[src/hdl/deat_pkg.sv]
// ----------------------------------------------------------------------------
// deat_pkg: shared types and constants of the entity aging table
// entry and result layouts, event and operation codes, sequencer states
// ----------------------------------------------------------------------------
package deat_pkg;

    localparam int MAX_ENTITIES_DEF = 64;

    localparam int ID_W    = 64;
    localparam int LIFE_W  = 16;
    localparam int VT_W    = 5;
    localparam int SCALE_W = 16;
    localparam int EV_W    = 3;

    localparam logic [SCALE_W-1:0] SCALE_RESET = 16'd2000;

    localparam logic OP_ADVERTISE = 1'b0;
    localparam logic OP_TICK      = 1'b1;

    typedef enum logic [EV_W-1:0] {
        EV_NONE      = 3'd0,
        EV_CONNECTED = 3'd1,
        EV_REFRESHED = 3'd2,
        EV_DEPARTED  = 3'd3,
        EV_DROPPED   = 3'd4
    } t_event;

    typedef enum logic [1:0] {
        ST_IDLE,
        ST_SWEEP,
        ST_FINISH
    } t_state;

    typedef struct packed {
        logic [ID_W-1:0]   id;
        logic [LIFE_W-1:0] life;
    } t_entry;

    typedef struct packed {
        logic            op;
        logic [ID_W-1:0] adv_id;
        logic [VT_W-1:0] adv_vtime;
    } t_cmd;

    typedef struct packed {
        t_event          event_res;
        logic [ID_W-1:0] event_entity;
        logic            send_discover;
    } t_result;

    typedef struct packed {
        logic idle;
        logic shift;
        logic res_valid;
    } t_head_ctrl;

    function automatic logic [LIFE_W-1:0] sat_dec(input logic [LIFE_W-1:0] v);
        sat_dec = (v == '0) ? v : v - 1'b1;
    endfunction

endpackage

[src/hdl/deat_cell.sv]
// ----------------------------------------------------------------------------
// deat_cell: one table slot of the rotating ring
// holds an identifier and its lifetime, takes its neighbor's slot on a shift
// ----------------------------------------------------------------------------
module deat_cell
    import deat_pkg::*;
(
    input  logic   i_clk,
    input  logic   i_shift,
    input  t_entry i_entry,
    output t_entry o_entry
);

    t_entry r_entry;

    always_ff @(posedge i_clk) begin
        if (i_shift) begin
            r_entry <= i_entry;
        end
    end

    assign o_entry = r_entry;

endmodule

[src/hdl/deat_head.sv]
// ----------------------------------------------------------------------------
// deat_head: sweep sequencer at the head of the ring
// walks every slot past the head once per item, refreshing, appending,
// aging and compacting on the fly, and builds the result
// ----------------------------------------------------------------------------
module deat_head
    import deat_pkg::*;
#(
    parameter int MAX_ENTITIES = MAX_ENTITIES_DEF
) (
    input  logic               i_clk,
    input  logic               i_rst_n,
    input  logic               i_start,
    input  t_cmd               i_cmd,
    input  logic [SCALE_W-1:0] i_timer_scale,
    input  t_entry             i_head,
    input  t_entry             i_next,
    input  logic               i_res_ready,
    output t_head_ctrl         o_ctrl,
    output t_entry             o_tail,
    output t_result            o_res
);

    localparam int KW = $clog2(MAX_ENTITIES);
    localparam int CW = $clog2(MAX_ENTITIES + 1);
    localparam int PW = VT_W + SCALE_W;
    localparam logic [KW-1:0] LAST = KW'(MAX_ENTITIES - 1);

    t_state            r_state, n_state;
    logic [KW-1:0]     r_k, n_k;
    logic [CW-1:0]     r_count, n_count;
    logic              r_first, n_first;
    logic              r_found, n_found;
    logic              r_removed, n_removed;
    logic              r_op, n_op;
    logic [ID_W-1:0]   r_id, n_id;
    logic [LIFE_W-1:0] r_life, n_life;
    t_result           r_res, n_res;

    logic [PW-1:0]     w_prod;
    logic [LIFE_W-1:0] w_life;
    logic              w_live;
    logic [LIFE_W-1:0] w_dec_head;

    always_ff @(posedge i_clk) begin
        if (!i_rst_n) begin
            r_state   <= ST_IDLE;
            r_k       <= '0;
            r_count   <= '0;
            r_first   <= 1'b1;
            r_found   <= 1'b0;
            r_removed <= 1'b0;
        end else begin
            r_state   <= n_state;
            r_k       <= n_k;
            r_count   <= n_count;
            r_first   <= n_first;
            r_found   <= n_found;
            r_removed <= n_removed;
        end
    end

    always_ff @(posedge i_clk) begin
        r_op   <= n_op;
        r_id   <= n_id;
        r_life <= n_life;
        r_res  <= n_res;
    end

    // next state
    always_comb begin
        n_state = r_state;
        unique case (r_state)
            ST_IDLE: begin
                if (i_start) begin
                    n_state = ST_SWEEP;
                end
            end
            ST_SWEEP: begin
                if (r_k == LAST) begin
                    n_state = ST_FINISH;
                end
            end
            ST_FINISH: begin
                if (i_res_ready) begin
                    n_state = ST_IDLE;
                end
            end
            default: n_state = ST_IDLE;
        endcase
    end

    // control outputs
    always_comb begin
        o_ctrl = '0;
        unique case (r_state)
            ST_IDLE:   o_ctrl.idle      = 1'b1;
            ST_SWEEP:  o_ctrl.shift     = 1'b1;
            ST_FINISH: o_ctrl.res_valid = 1'b1;
            default:   o_ctrl = '0;
        endcase
    end

    assign w_prod     = PW'(i_cmd.adv_vtime) * PW'(i_timer_scale);
    assign w_life     = (|w_prod[PW-1:LIFE_W]) ? {LIFE_W{1'b1}} : w_prod[LIFE_W-1:0];
    assign w_live     = CW'(r_k) < r_count;
    assign w_dec_head = sat_dec(i_head.life);

    // sweep datapath
    always_comb begin
        n_k       = r_k;
        n_count   = r_count;
        n_first   = r_first;
        n_found   = r_found;
        n_removed = r_removed;
        n_op      = r_op;
        n_id      = r_id;
        n_life    = r_life;
        n_res     = r_res;
        o_tail    = i_head;

        if (i_start) begin
            n_op      = i_cmd.op;
            n_id      = i_cmd.adv_id;
            n_life    = w_life;
            n_k       = '0;
            n_found   = 1'b0;
            n_removed = 1'b0;
            if (i_cmd.op == OP_TICK) begin
                n_res   = '{event_res: EV_NONE, event_entity: '0, send_discover: r_first};
                n_first = 1'b0;
            end else begin
                n_res = '{event_res: EV_DROPPED, event_entity: i_cmd.adv_id,
                          send_discover: 1'b0};
            end
        end

        if (r_state == ST_SWEEP) begin
            n_k = r_k + 1'b1;
            if (r_op == OP_TICK) begin
                // after the expired slot is gone every later slot moves down one
                if (r_removed || (w_live && w_dec_head == '0)) begin
                    o_tail = '{id: i_next.id, life: sat_dec(i_next.life)};
                end else begin
                    o_tail = '{id: i_head.id, life: w_dec_head};
                end
                if (!r_removed && w_live && w_dec_head == '0) begin
                    n_removed              = 1'b1;
                    n_count                = r_count - 1'b1;
                    n_res.event_res        = EV_DEPARTED;
                    n_res.event_entity     = i_head.id;
                end
            end else begin
                if (w_live && !r_found && i_head.id == r_id) begin
                    o_tail          = '{id: i_head.id, life: r_life};
                    n_found         = 1'b1;
                    n_res.event_res = EV_REFRESHED;
                end else if (!r_found && CW'(r_k) == r_count) begin
                    // first free slot reached without a hit
                    o_tail          = '{id: r_id, life: r_life};
                    n_found         = 1'b1;
                    n_count         = r_count + 1'b1;
                    n_res.event_res = EV_CONNECTED;
                end
            end
        end
    end

    assign o_res = r_res;

endmodule

[src/hdl/discovery_entity_aging_table.sv]
// ----------------------------------------------------------------------------
// discovery_entity_aging_table: ordered table of discovered entities with aging
// advertise items refresh or append an entry, or are dropped when the table is
// full; tick items age the table and retire the oldest expired entry
//
//  channel   dir   handshake              payload
//  s_axis    in    s_axis_tvalid/tready   tuser: operation
//                                         tdata: adv_id, adv_vtime
//  m_axis    out   m_axis_tvalid/tready   tuser: event_res, send_discover
//                                         tdata: event_entity
//  cfg       in    i_cfg_valid/o_cfg_ready  i_cfg_data: timer_scale
//
// the table is a ring of MAX_ENTITIES cells that rotates once past the head
// unit, one slot per cycle; the finish state then hands the result to the
// output register, and only the idle state takes the next item
// reset empties the table at once; the cell contents need no clearing
// a result waiting on m_axis_tready holds the next item's completion only
// ----------------------------------------------------------------------------
module discovery_entity_aging_table
    import deat_pkg::*;
#(
    parameter int MAX_ENTITIES = MAX_ENTITIES_DEF
) (
    input  logic               i_clk,
    input  logic               i_rst_n,

    input  logic               s_axis_tvalid,
    output logic               s_axis_tready,
    input  logic [71:0]        s_axis_tdata,   // adv_id[63:0], adv_vtime[68:64], zero pad
    input  logic [0:0]         s_axis_tuser,   // operation[0]

    output logic               m_axis_tvalid,
    input  logic               m_axis_tready,
    output logic [63:0]        m_axis_tdata,   // event_entity[63:0]
    output logic [3:0]         m_axis_tuser,   // event_res[2:0], send_discover[3]

    input  logic               i_cfg_valid,
    output logic               o_cfg_ready,
    input  logic [SCALE_W-1:0] i_cfg_data
);

    logic [SCALE_W-1:0] r_timer_scale;
    logic               r_out_valid;
    t_result            r_out;

    t_head_ctrl w_ctrl;
    t_entry     w_tail;
    t_result    w_res;
    t_cmd       w_cmd;
    logic       w_start;
    logic       w_res_ready;
    t_entry     w_cell [MAX_ENTITIES];

    assign o_cfg_ready = 1'b1;

    always_ff @(posedge i_clk) begin
        if (!i_rst_n) begin
            r_timer_scale <= SCALE_RESET;
        end else if (i_cfg_valid) begin
            r_timer_scale <= i_cfg_data;
        end
    end

    assign s_axis_tready = w_ctrl.idle;
    assign w_start       = s_axis_tvalid && w_ctrl.idle;
    assign w_cmd = '{op: s_axis_tuser[0], adv_id: s_axis_tdata[ID_W-1:0],
                     adv_vtime: s_axis_tdata[ID_W+VT_W-1:ID_W]};

    genvar gi;
    generate
        for (gi = 0; gi < MAX_ENTITIES; gi++) begin : g_ring
            t_entry w_in;
            if (gi == MAX_ENTITIES - 1) begin : g_tail
                assign w_in = w_tail;
            end else begin : g_link
                assign w_in = w_cell[gi+1];
            end
            deat_cell u_cell (
                .i_clk   (i_clk),
                .i_shift (w_ctrl.shift),
                .i_entry (w_in),
                .o_entry (w_cell[gi])
            );
        end
    endgenerate

    deat_head #(
        .MAX_ENTITIES (MAX_ENTITIES)
    ) u_head (
        .i_clk         (i_clk),
        .i_rst_n       (i_rst_n),
        .i_start       (w_start),
        .i_cmd         (w_cmd),
        .i_timer_scale (r_timer_scale),
        .i_head        (w_cell[0]),
        .i_next        (w_cell[1]),
        .i_res_ready   (w_res_ready),
        .o_ctrl        (w_ctrl),
        .o_tail        (w_tail),
        .o_res         (w_res)
    );

    // output register parts the head from the consumer
    assign w_res_ready = !r_out_valid || m_axis_tready;

    always_ff @(posedge i_clk) begin
        if (!i_rst_n) begin
            r_out_valid <= 1'b0;
        end else if (w_ctrl.res_valid && w_res_ready) begin
            r_out_valid <= 1'b1;
        end else if (m_axis_tready) begin
            r_out_valid <= 1'b0;
        end
    end

    always_ff @(posedge i_clk) begin
        if (w_ctrl.res_valid && w_res_ready) begin
            r_out <= w_res;
        end
    end

    assign m_axis_tvalid = r_out_valid;
    assign m_axis_tdata  = r_out.event_entity;
    assign m_axis_tuser  = {r_out.send_discover, r_out.event_res};

endmodule
[config.mk]
export PLATFORM = sky130hd
export DESIGN_NAME = discovery_entity_aging_table
export DESIGN_NICKNAME = d
export VERILOG_FILES = /design/src/hdl/deat_pkg.sv /design/src/hdl/deat_cell.sv /design/src/hdl/deat_head.sv /design/src/hdl/discovery_entity_aging_table.sv
export SDC_FILE = /design/constraint.sdc
export NUM_CORES = 2
export LEC_CHECK = 0
export ABC_AREA = 1
export BUFFER_PORTS_ARGS = -buffer_cell sky130_fd_sc_hd__buf_2
export CAP_MARGIN = 20
export CORE_MARGIN = 2
export CORE_UTILIZATION = 40
export DETAILED_ROUTE_END_ITERATION = 10
export PLACE_DENSITY_LB_ADDON = 0.15
export SETUP_SLACK_MARGIN = 0.15
export SLEW_MARGIN = 40
export SYNTH_ARGS = -nofsm -noshare
export SYNTH_HDL_FRONTEND = slang
export SYNTH_SLANG_ARGS = --single-unit
export TNS_END_PERCENT = 20
[constraint.sdc]
create_clock -name i_clk -period 204.7 [get_ports i_clk]
set_input_delay 30.705 -clock i_clk [delete_from_list [all_inputs] [get_ports i_clk]]
set_output_delay 30.705 -clock i_clk [all_outputs]
set_load 0.02 [all_outputs]
==> out/qor.txt <==
Status -> finished, final reports clean
Initial antenna violation count -> 15
Unrepaired setup endpoints after global routing -> false
Pwr dens -> 11.91 nW/µm²
Worst EP arrival -> 35.15 ns
Cell Area, Synth -> 171700 µm²
Slew Limit Fails -> 0
WHS -> 0.3787 ns
Crit-path max cell delay -> 0.58 ns
Syn_area_per_cell -> 22.11 µm²
Power after layout -> 2.352 mW
Port bufs -> 160
Finished Layout Cells -> 14570
CP dominant cell by count -> nand2_1
Leakage -> 62.50 nW
Critical path class -> in -> reg
Critical-path cell with the highest stage delay -> fa_1
Crit. End Element -> register
Yosys top cell by area -> edfxtp_1
TritonCTS clock tree -> built
Critical path required time -> 205.36 ns
Chip width -> 659.2 µm
Core Area -> 427300 µm²
Post-synthesis cell type count -> 44
Initial Utilization -> 0.4019
Cell area after layout -> 197500 µm²
Post-synth top cells -> 5270 x edfxtp_1, 794 x nand2_1, 365 x inv_1, 329 x nor2_1, 257 x nand3_1
Fin worst setup slack -> 170.20 ns
Sink Count -> 5372
Final Util -> 0.4622
Max cap viols -> 0
Peak VDD IR -> 0.000008474 V
Setup TNS -> 0 ns
DPL Wire Length -> 144.8 mm
Vias in the first global route -> 67690
YS warnings -> 0
Synthesized instance count -> 7768
Clock Pin Slew Worst Setup and Hold Paths -> 0.06 ns
FMAX -> 28.99 MHz
Synth top area share -> 0.9215
Async SR Flop Fraction -> 0
Post-route ant nets -> 0
Synth top area cells -> edfxtp_1 92%, nand2_1 1.7%, dfxtp_1 1.2%, inv_1 0.80%, nand3_1 0.75%
Routed len/inst -> 18.65 µm
Post-Route WL -> 271.7 mm
Total Routing Usage GR -> 0.1215
DR iter-0 viols -> 6625
Nets -> 8622
Root Driver -> clkbuf_16
First-pass GRT wire length -> 411.4 mm
Clock Latency Late Sink -> 1.00 ns
Min cycle time layout -> 34.50 ns
Fin Clk Skew -> 0.06830 ns
Place WS -> 169.19 ns
EDFF count, synth -> 5270
# hold bufs at CTS -> 0
Detailed Routing Iterations Pass 1 -> 8
Setup bufs post-CTS -> 0
GPL Wtd Cong -> 0.8424
Clk buf depth -> 4
Congestion Overflow GR -> 0
Final Cycle Share -> 0.1685
Final setup fails -> 0
Max_slew headroom -> 0.3921
DRC Markers -> 0
Area after DPL -> 180300 µm²
Flops & latches, synth -> 5372
Count leader, synth -> edfxtp_1
Max H-tree Level -> 6
Setup crit start kind -> input pin
Tightest Pin Transition -> 0.9118 ns
Seq/Total Area, Yosys -> 0.9334
Syn_nets -> 7948
Area Overhead vs Synth -> 15.01%
Layout cells sized above 1 -> 0.1134
Post-CTS Resized -> 0
Largest net degree at the start of global routing -> 171
Final Hold Fails -> 0
Vias per cell -> 4.657
Cells after DPL -> 13580
Worst min path class -> reg -> reg
Die Y -> 659.2 µm
I/O Pins -> 165
Cell Rows -> 240
Clock buffer count from CTS -> 549
Critical Path, Cell by Cell -> buf_2 > nand2_1 > fa_1 > fa_1 > fa_1 > inv_1 > ha_1 > a21oi_1 > nand2_1 > a21oi_1 > o21ai_0 > a21o_1 > nand3_1 > nand2_1 > nand2_1 > nand2_1 > nor2_2 > nand4_1
Vias -> 67870
Die area -> 434600 µm²
Top FF cell, synth -> edfxtp_1
CP Max Fanout -> 16
routing by layer:
| layer | track usage | wire length [µm] | vias up |
|---|---|---|---|
| li1 | - | - | 30880 |
| met1 | 0.1780 | 127600 | 34820 |
| met2 | 0.1722 | 116800 | 1489 |
| met3 | 0.02226 | 12470 | 679 |
| met4 | 0.06746 | 14810 | 2 |
| met5 | 0 | 11 | - |
flip-flops by register name, indices dropped and copies added (netlist names), 6 cells and up:
register,cells
u_head.o_res,68
u_head.r_count,7
u_head.r_life,16
u_head.r_k,6
g_ring.u_cell.o_entry,5120
m_axis_tdata,64
u_head.r_id,64
r_timer_scale,16
logic make-up (layout without fill, tap and decap cells):
kind of cell / Yosys count / after routing / share of synthesized area
adder cells (fa/ha/maj): 86 / 86 / 0.008146
buffers and inverters: 499 / 1610 / 0.01153
flip-flops: 5372 / 5372 / 0.9334
AO/OA/AOI/OAI: 308 / 308 / 0.009588
AND/OR/NAND/NOR: 1451 / 1451 / 0.03472
other: 1 / 7 / 0.00002184
XOR/XNOR: 51 / 51 / 0.002601
worst max-delay path: cells and delay by family:
family	cells	cell delay [ns]
AO/OA/AOI/OAI	4	0.96
adder cells (fa/ha/maj)	4	1.88
buffers and inverters	2	0.40
AND/OR/NAND/NOR	8	1.19
cells in the final DEF (no fill, tap or decap), types with 10 or more instances in the layout:
cell       Yosys  final
nand4_1       30     30
buf_4          2     28
o22ai_1       24     24
clkinv_2       0     75
nor3_1        13     13
dfxtp_1      102    102
clkinv_8       0     17
edfxtp_1    5270   5270
buf_16         0     10
nor2_2         6     10
nor2_1       329    320
clkbuf_16      0    566
bufinv_16      0     23
inv_1        365    363
buf_6         11     38
clkinv_1       2    125
inv_6          0     11
a21oi_1      105    104
xnor2_1       20     20
nand2_1      794    793
nand3_1      257    256
clkbuf_1      90    143
xor2_1        31     30
buf_12         0     12
o21ai_0      151    151
buf_2         14    160
fa_1          43     43
ha_1          43     43
cell type report:
type                       count  area [µm²]
clock buffer                 715       14780
inverter                     371        1399
sequential                  5372      160300
antenna                        6       15.01
clock inverter               273        2356
fill                       35440      229800
tap                         5687        7116
timing repair buffer         251        1996
multi-input combinational   1897        9544
power breakdown:
part,switching [mW],internal (mW)
Clock,0.403,0.542
Sequential,0.0193,1.29
Combinational,0.0755,0.0203
Total,0.497,1.85
worst paths after layout:
check / from / end / slack, ns / depth (start not counted)
min: g_ring[4].u_cell.o_entry[30] / g_ring[3].u_cell.o_entry[30] / 0.38 / 0
min reg2reg: g_ring[4].u_cell.o_entry[30] / g_ring[3].u_cell.o_entry[30] / 0.38 / 0
max: s_axis_tdata[66] / u_head.r_life[1] / 170.20 / 18
max reg2reg: u_head.r_state[0] / g_ring[38].u_cell.o_entry[48] / 198.12 / 10
No activity file was read; power rests on OpenSTA's default activity.
